===== config.mk =====
export PLATFORM = sky130hd
export DESIGN_NAME = crc32_reflected_byte_engine
export DESIGN_NICKNAME = d
export VERILOG_FILES = /design/src/sv/crcrbe_pkg.sv /design/src/sv/crc32_reflected_byte_engine.sv /design/src/sv/crcrbe_step.sv
export SDC_FILE = /design/constraint.sdc
export NUM_CORES = 1
export LEC_CHECK = 0
export BUFFER_PORTS_ARGS = -buffer_cell sky130_fd_sc_hd__clkbuf_2
export CORE_MARGIN = 5
export CORE_UTILIZATION = 56
export DETAILED_ROUTE_END_ITERATION = 7
export HOLD_SLACK_MARGIN = 0.06
export PLACE_DENSITY = 0.89
export SLEW_MARGIN = 20
export SYNTH_ARGS = -nofsm -noshare
export SYNTH_HDL_FRONTEND = slang
export SYNTH_SLANG_ARGS = --single-unit

===== constraint.sdc =====
create_clock -name clk -period 4.74 [get_ports clk]
set_clock_uncertainty 0.05 [all_clocks]
set_input_delay 0.237 -clock clk [delete_from_list [all_inputs] [get_ports clk]]
set_output_delay 0.237 -clock clk [all_outputs]
set_load 0.005 [all_outputs]

===== src/sv/crcrbe_pkg.sv =====
`timescale 1ns / 1ps
`default_nettype none

package crcrbe_pkg;

    localparam int unsigned CRC_WIDTH  = 32;
    localparam int unsigned BYTE_WIDTH = 8;
    localparam int unsigned CFG_INDEX_WIDTH = 2;

    localparam logic [CRC_WIDTH-1:0] CRC_INIT   = 32'hFFFF_FFFF;
    localparam logic [CRC_WIDTH-1:0] CRC_XOROUT = 32'hFFFF_FFFF;
    localparam logic [CRC_WIDTH-1:0] POLY_RESET = 32'h1EDC_6F41;
    localparam logic [CRC_WIDTH-1:0] EXP1_RESET = 32'hE168_0293;
    localparam logic [CRC_WIDTH-1:0] EXP2_RESET = 32'hEF34_F989;

    localparam logic [CFG_INDEX_WIDTH-1:0] CFG_POLYNOMIAL      = 2'd0;
    localparam logic [CFG_INDEX_WIDTH-1:0] CFG_EXPECTED_FIRST  = 2'd1;
    localparam logic [CFG_INDEX_WIDTH-1:0] CFG_EXPECTED_SECOND = 2'd2;

    typedef struct packed {
        logic [BYTE_WIDTH-1:0] data_byte;
        logic                  is_last;
    } in_item_t;

    typedef struct packed {
        logic [CRC_WIDTH-1:0] crc_value;
        logic                 is_final;
        logic                 matches_expected;
    } out_item_t;

    // Result of one byte step: the item to deliver and the register update.
    typedef struct packed {
        out_item_t            result;
        logic [CRC_WIDTH-1:0] crc_next;
    } step_out_t;

endpackage

`default_nettype wire


===== src/sv/crc32_reflected_byte_engine.sv =====
`timescale 1ns / 1ps
`default_nettype none

// Channel   Direction  Payload                                      Handshake
// in        input      data_byte, is_last                           in_valid / in_ready
// out       output     crc_value, is_final, matches_expected        out_valid / out_ready
// cfg       input      cfg_index (0 poly, 1 exp first, 2 exp second) cfg_valid / cfg_ready
//
// One byte per clock unless out stalls; a byte moves from input to output register.
// The byte step (xor plus eight shift/xor steps) runs between the input register and
// the output register, and the CRC register closes its loop in that same cycle.
// Reset loads the CRC register with all ones and the config registers with defaults.
// A stalled output holds the input register; in_ready stays high while either is free.
// cfg_ready is always high; writes to an unused index are dropped.
module crc32_reflected_byte_engine (
    input  wire logic                                    clk,
    input  wire logic                                    rst_n,
    input  wire logic                                    in_valid,
    output logic                                         in_ready,
    input  wire crcrbe_pkg::in_item_t                    in_item,
    output logic                                         out_valid,
    input  wire logic                                    out_ready,
    output crcrbe_pkg::out_item_t                        out_item,
    input  wire logic                                    cfg_valid,
    output logic                                         cfg_ready,
    input  wire logic [crcrbe_pkg::CFG_INDEX_WIDTH-1:0]  cfg_index,
    input  wire logic [crcrbe_pkg::CRC_WIDTH-1:0]        cfg_data
);
    import crcrbe_pkg::*;

    in_item_t             in_item_reg;
    logic                 in_valid_reg;
    out_item_t            out_item_reg;
    logic                 out_valid_reg;
    logic [CRC_WIDTH-1:0] crc_reg;
    logic [CRC_WIDTH-1:0] poly_reg;
    logic [CRC_WIDTH-1:0] exp1_reg;
    logic [CRC_WIDTH-1:0] exp2_reg;

    step_out_t            step;
    logic                 out_load;
    logic                 in_load;

    crcrbe_step u_step (
        .crc             (crc_reg),
        .item            (in_item_reg),
        .polynomial      (poly_reg),
        .expected_first  (exp1_reg),
        .expected_second (exp2_reg),
        .step            (step)
    );

    assign out_load  = in_valid_reg && (!out_valid_reg || out_ready);
    assign in_ready  = !in_valid_reg || !out_valid_reg || out_ready;
    assign in_load   = in_valid && in_ready;
    assign cfg_ready = 1'b1;
    assign out_valid = out_valid_reg;
    assign out_item  = out_item_reg;

    always_ff @(posedge clk or negedge rst_n)
    begin
        if (!rst_n)
        begin
            in_valid_reg  <= 1'b0;
            out_valid_reg <= 1'b0;
            crc_reg       <= CRC_INIT;
        end
        else
        begin
            if (in_ready)
            begin
                in_valid_reg <= in_valid;
            end
            if (out_load)
            begin
                out_valid_reg <= 1'b1;
                crc_reg       <= step.crc_next;
            end
            else if (out_ready)
            begin
                out_valid_reg <= 1'b0;
            end
        end
    end

    always_ff @(posedge clk)
    begin
        if (in_load)
        begin
            in_item_reg <= in_item;
        end
        if (out_load)
        begin
            out_item_reg <= step.result;
        end
    end

    always_ff @(posedge clk or negedge rst_n)
    begin
        if (!rst_n)
        begin
            poly_reg <= POLY_RESET;
            exp1_reg <= EXP1_RESET;
            exp2_reg <= EXP2_RESET;
        end
        else if (cfg_valid && cfg_ready)
        begin
            case (cfg_index)
                CFG_POLYNOMIAL:      poly_reg <= cfg_data;
                CFG_EXPECTED_FIRST:  exp1_reg <= cfg_data;
                CFG_EXPECTED_SECOND: exp2_reg <= cfg_data;
                default:             ;
            endcase
        end
    end

endmodule

`default_nettype wire


===== src/sv/crcrbe_step.sv =====
`timescale 1ns / 1ps
`default_nettype none

module crcrbe_step (
    input  wire logic [crcrbe_pkg::CRC_WIDTH-1:0] crc,
    input  wire crcrbe_pkg::in_item_t             item,
    input  wire logic [crcrbe_pkg::CRC_WIDTH-1:0] polynomial,
    input  wire logic [crcrbe_pkg::CRC_WIDTH-1:0] expected_first,
    input  wire logic [crcrbe_pkg::CRC_WIDTH-1:0] expected_second,
    output crcrbe_pkg::step_out_t                 step
);
    import crcrbe_pkg::*;

    logic [CRC_WIDTH-1:0] work;
    logic [CRC_WIDTH-1:0] value;

    // Fold the byte into the low bits, then eight right shifts.
    always_comb
    begin
        work = crc ^ {{(CRC_WIDTH-BYTE_WIDTH){1'b0}}, item.data_byte};
        for (int k = 0; k < BYTE_WIDTH; k++)
        begin
            work = (work >> 1) ^ (polynomial & {CRC_WIDTH{work[0]}});
        end
    end

    assign value = work ^ CRC_XOROUT;

    always_comb
    begin
        step.result.crc_value        = value;
        step.result.is_final         = item.is_last;
        step.result.matches_expected = item.is_last &&
                                       ((value == expected_first) ||
                                        (value == expected_second));
        // Reload for the next message after its last byte.
        step.crc_next                = item.is_last ? CRC_INIT : work;
    end

endmodule

`default_nettype wire


==> run_results.csv, run 1 <==
group,metric,value,unit
critical_path,start_kind,"register",
final_layout,fin_nets,1365,
global_route,antenna_found_initial,0,
synthesis,postSynth.asyncResetShare,0.751,
critical_path,critPathMaxFanout,6,
final_layout,largest_reg_flops,34,
final_layout,final_cell_area,14900,µm²
flow_run,drv_cap,0,
global_route,grt_pass1_vias,10100,
critical_path,cp-end-kind,"register",
synthesis,synth.avg_cell_area,10.6,µm²
clocking,cts_sinks,173,
detailed_routing,vias_per_cell,6.44,
place,place_congestion,0.978,
sta,min_period,5090,ps
clocking,cts_buffers,17,
detailed_routing,wirelength,40700,µm
floorplanning,row_count,52,
sta,hold_viol,0,
global_route,grtUsageTotal,0.313,
sta,max_clock_freq,197,MHz
place,portBuffers,83,
clocking,cts_tree,"done",
detailed_routing,first_iter_violations,1832,
sta,tightest_slew,845,ps
critical_path,r2r_setup_slack,-350,ps
place,place_hpwl,23700,µm
critical_path,path_class,"reg2reg",
sta,period_share,1.07,
sta,slew_headroom,0.437,
critical_path,timing.critical_path.mode_cell,"xnor2_2",
synthesis,ys.flop_type,"dfstp_2",
synthesis,synth-edff-count,43,
global_route,grt_pass1_wl,58300,µm
final_layout,syn_to_final_growth,26.9,%
clocking,clock-root-buffer,"clkbuf_16",
floorplanning,die_w,155,µm
sta,rsz0062_at_grt,"true",
floorplanning,ios,85,
synthesis,synth-seq-cells,173,
sta,slew_violations,0,
floorplanning,design.die.area,23900,µm²
floorplanning,die_h,155,µm
critical_path,path_cells,"xnor2_2, buf_4, or3_1, and2_1, a21boi_1, a211oi_4, buf_6, buf_4, and3_1, nor3_2, xnor2_2, buf_12, buf_12, nand2_1, xnor3_2, xor2_2, xnor2_2, nand4_1, or3_4, o41ai_2",
sta,setup_viol,1,
floorplanning,initial_utilization,0.573,
detailed_routing,drc_errors,0,
detailed_routing,first_pass_iters,6,
sta,fin_setup_tns,-348,ps
final_layout,layout.cells.most_common,"nand2_1",
detailed_routing,wire_per_inst,25.4,µm
synthesis,synth_cell_type_count,66,
synthesis,syn-cell-area,11700,µm²
clocking,clk_path_buf_depth,2,
floorplanning,core-area,20400,µm²
clocking,clk_pin_slew,80,ps
critical_path,crit_arrival,5310,ps
min_path,hold_class,"in2reg",
synthesis,seq_area_frac_synth,0.397,
synthesis,synth_cells,1100,
critical_path,cp_slowest_cell,"dfstp_2",
clocking,htree_levels,4,
sta,worst_slack,-348,ps
clocking,clkLatencyLatePin,450,ps
global_route,grt-ovfl-total,0,
status,violations,"setup timing",
final_layout,fillCellCount,1183,
final_layout,layout_common_cells,"nand2_1 (222), xnor2_1 (168), buf_4 (140)",
global_route,grt_start_max_net_pins,60,
final_layout,drive_gt1_frac,0.384,
critical_path,slowest_delay,590,ps
place,placed_area,13300,µm²
status,status,"finished, violations left",
critical_path,cp.required,4960,ps
detailed_routing,vias,10300,
synthesis,syn_nets,1148,
detailed_routing,ant_nets,0,
synthesis,ys_warn_count,0,
-- layout make-up --
cell class | count | area [µm²] | share of cell area
Antenna cell | 1 | 2.50 | 0.000168
Clock buffer | 18 | 450 | 0.0303
Clock inverter | 14 | 179 | 0.0120
Inverter | 9 | 33.8 | 0.00227
Multi-Input combinational cell | 836 | 7060 | 0.475
Sequential cell | 173 | 4640 | 0.313
Tap cell | 270 | 338 | 0.0227
Timing Repair Buffer | 280 | 2150 | 0.145
-- through the flow --
stage / instances / setup WS [ps] / hold slack (ps) / util
finish: 1601 / -348 / 87.9 / 0.727
global route: 1600 / -522 / 87.1 / 0.727
CTS: 1589 / -104 / 68.2 / 0.712
detailed placement: 1508 / -283 / 300 / 0.649
global placement: 1508 / -281 / 297 / 0.649
floorplan: 1100 / 163 / -109 / -
-- per-layer routing --
metal  vias up  wire length [µm]  GRT usage
met2       978             18500      0.499
met1      4907             14200      0.403
met3       322              4920     0.0668
li1       4105                 -          -
met4         0              3080      0.167
met5         -                 0          0
-- critical path: cells and delay by family (launching register included) --
kind | cells | cell delay, ps
AO/OA/AOI/OAI | 3 | 810
XOR/XNOR | 5 | 1320
buffers and inverters | 5 | 730
flip-flops | 1 | 590
AND/OR/NAND/NOR | 7 | 1390
-- timing repair --
action                                 CTS  global route
setup endpoints to repair                1             1
endpoints found under the hold margin  128             0
setup buffers                            5            10
pin swaps                               11            14
gates resized for setup                 26            35
hold buffers                            44             0
gates cloned                             0             1
-- final timing paths --
kind                              startpoint           end  depth (start not counted)
min in group asynchronous              rst_n  poly_reg[15]                          2
worst max register to register    crc_reg[0]   out_item[0]                         20
worst min-delay path            cfg_data[10]  exp1_reg[10]                          2
worst max-delay path              crc_reg[0]   out_item[0]                         20
worst min register to register   crc_reg[29]   crc_reg[29]                          2
max in group asynchronous              rst_n  exp1_reg[30]                          3
-- Yosys cell counts (4+ instances only) --
master	instances	area [µm²]
nand2_1	223	837
buf_1	6	22.5
nor2_1	47	176
clkbuf_1	58	218
buf_4	4	30.0
xor2_2	4	65.1
dfrtp_1	50	1250
and4_1	5	43.8
a211oi_1	5	37.5
buf_2	14	70.1
o21ai_0	10	50.1
xnor2_1	182	1590
or3_1	5	31.3
mux2_2	91	1020
edfxtp_1	43	1290
xnor3_1	55	1240
and2_1	5	31.3
dfstp_2	80	2100
xnor2_2	5	81.3
and3_1	27	169
nor3_1	7	35.0
nand4_1	9	56.3
xor2_1	47	412
a21oi_1	36	180
nor4_1	7	43.8
inv_1	5	18.8
nand3_1	7	35.0
-- logic make-up after synthesis --
kind of cell              synth area share
and+or+nand+nor                      0.134
xor gates and xnor gates             0.298
AOI/OAI and AO/OA                   0.0486
buffers and inverters               0.0320
muxes                               0.0901
DFF                                  0.397
other                             0.000320
Power of run 1 is left out: the tool's default activity adds up to more than one toggle a clock period on the data nets, which glitch-free logic cannot reach.
==> run 2: changes to the inputs <==
- BUFFER_PORTS_ARGS: -buffer_cell sky130_fd_sc_hd__clkbuf_2 -> -buffer_cell sky130_fd_sc_hd__buf_2
- CORE_UTILIZATION: 56 -> 25
- PLACE_DENSITY: 0.89 -> 0.52
==> run 2 against run 1 <==
  * The run still ends with setup timing left
  * Utilization shrank 40 points
  * Critical path depth shrank 1
  * Fmax grew 2.8%
  * Critical path type unchanged
==> run_results.csv, run 2 (synthesis results as in run 1) <==
group,metric,value,unit
final_layout,seqCellArea,4640,µm²
floorplanning,initial_utilization,0.252,
sta,tightest_slew,1000,ps
sta,slew_violations,0,
sta,worst_slack,-208,ps
floorplanning,row_count,79,
detailed_routing,wirelength,35800,µm
final_layout,multi_input_area,7040,µm²
final_layout,largest_reg_flops,34,
detailed_routing,first_pass_iters,5,
global_route,grt_pass1_vias,9009,
final_layout,fillCellCount,4685,
clocking,clock-root-buffer,"clkbuf_16",
final_layout,drive_gt1_frac,0.391,
critical_path,critPathMaxFanout,9,
sta,setup_viol,1,
detailed_routing,vias,8650,
clocking,clkLatencyLatePin,460,ps
detailed_routing,wire_per_inst,18.3,µm
place,placed_area,13800,µm²
final_layout,final_cell_area,15400,µm²
final_layout,syn_to_final_growth,31.1,%
clocking,htree_levels,4,
clocking,clk_pin_slew,70,ps
global_route,grt-ovfl-total,0,
status,status,"finished, violations left",
critical_path,cp-end-kind,"register",
detailed_routing,first_iter_violations,618,
floorplanning,die_h,226,µm
floorplanning,design.die.area,51300,µm²
detailed_routing,drc_errors,0,
place,place_hpwl,25500,µm
detailed_routing,vias_per_cell,4.43,
floorplanning,core-area,46500,µm²
sta,period_share,1.04,
clocking,cts_buffers,17,
clocking,cts_tree,"done",
global_route,antenna_found_initial,1,
critical_path,crit_arrival,5180,ps
critical_path,cp.required,4970,ps
critical_path,path_class,"reg2reg",
place,portBuffers,83,
sta,slew_headroom,0.333,
place,place_congestion,0.832,
final_layout,layout_common_cells,"nand2_1 (222), xnor2_1 (172), buf_4 (151)",
final_layout,fin_nets,1378,
status,violations,"setup timing",
sta,hold_viol,0,
flow_run,drv_cap,0,
critical_path,start_kind,"register",
global_route,grtUsageTotal,0.141,
sta,max_clock_freq,202,MHz
sta,min_period,4950,ps
global_route,grt_start_max_net_pins,97,
detailed_routing,ant_nets,0,
sta,rsz0062_at_grt,"true",
global_route,grt_pass1_wl,55200,µm
final_layout,layout.cells.most_common,"nand2_1",
min_path,hold_class,"in2async",
floorplanning,ios,85,
floorplanning,die_w,226,µm
clocking,clk_path_buf_depth,2,
clocking,cts_sinks,173,
final_layout,fin_util,0.330,
==> run 2: changes by cell type in the layout (fill, tap and decap cells not counted), sizes merged <==
cell         delta
bufinv          -2
dlygate4sd3     +1
buf            +95
clkinv          -3
clkbuf         -84
inv             +6
==> run 2: worst max-delay path: stages (launching register included) <==
cell and delay, ps:
dfstp_2 590, xnor2_2 90, buf_4 160, xnor3_1 270, nor2_1 60, or3_4 420
a211oi_4 300, buf_4 180, xnor3_1 390, nand2_2 110, xor2_4 220, buf_12 160
buf_12 120, nand2_1 60, xnor3_2 290, xor2_2 220, xnor2_2 230, nand2_1 100
or4_4 550, o41ai_2 200
==> run 2: final cells by class <==
cell class	count	area share
Clock inverter	15	0.0110
Inverter	9	0.00220
Clock buffer	17	0.0277
Sequential cell	173	0.303
Antenna cell	1	0.000163
Multi-Input combinational cell	836	0.459
Tap cell	607	0.0495
Timing Repair Buffer	293	0.148
==> run 2: path summary, 6_finish.rpt <==
path	cells past startpoint	start	slack (ps)	endpoint
setup / recovery	19	crc_reg[0]	-210	out_item[0]
hold / removal	2	rst_n	360	in_valid_reg
setup reg to reg	19	crc_reg[0]	-210	out_item[0]
hold reg to reg	1	in_valid_reg	450	out_valid
max in group asynchronous	3	rst_n	3070	exp2_reg[8]
min in group clk	5	cfg_index[0]	390	poly_reg[0]
==> run 2: routing by layer <==
| layer | GRT usage | part of all wire |
|---|---|---|
| met3 | 0.0186 | 0.035 |
| met2 | 0.237 | 0.49 |
| met5 | 0 | 0 |
| met4 | 0.0421 | 0.017 |
| met1 | 0.190 | 0.46 |
==> run 2: per-stage QoR <==
stage | TNS, ps | worst slack, ps | std cells | hold WS, ps
2_1_floorplan | 0 | 163 | 1100 | -109
3_3_place_gp | -251 | -251 | 1857 | 353
3_5_place_dp | -308 | -308 | 1857 | 353
4_1_cts | -223 | -223 | 1946 | 392
5_1_grt | -411 | -411 | 1951 | 427
6_report | -208 | -208 | 1951 | 364
==> run 2: timing repair <==
item / 4_1_cts / 5_1_grt
hold endpoints to repair: 146 / 0
cloned: 1 / 0
endpoints found under the setup margin: 1 / 1
pin swaps: 12 / 22
setup buffers: 11 / 5
gates resized for setup: 24 / 37
hold buffers: 45 / 0
Power of run 2 is left out for the same reason.
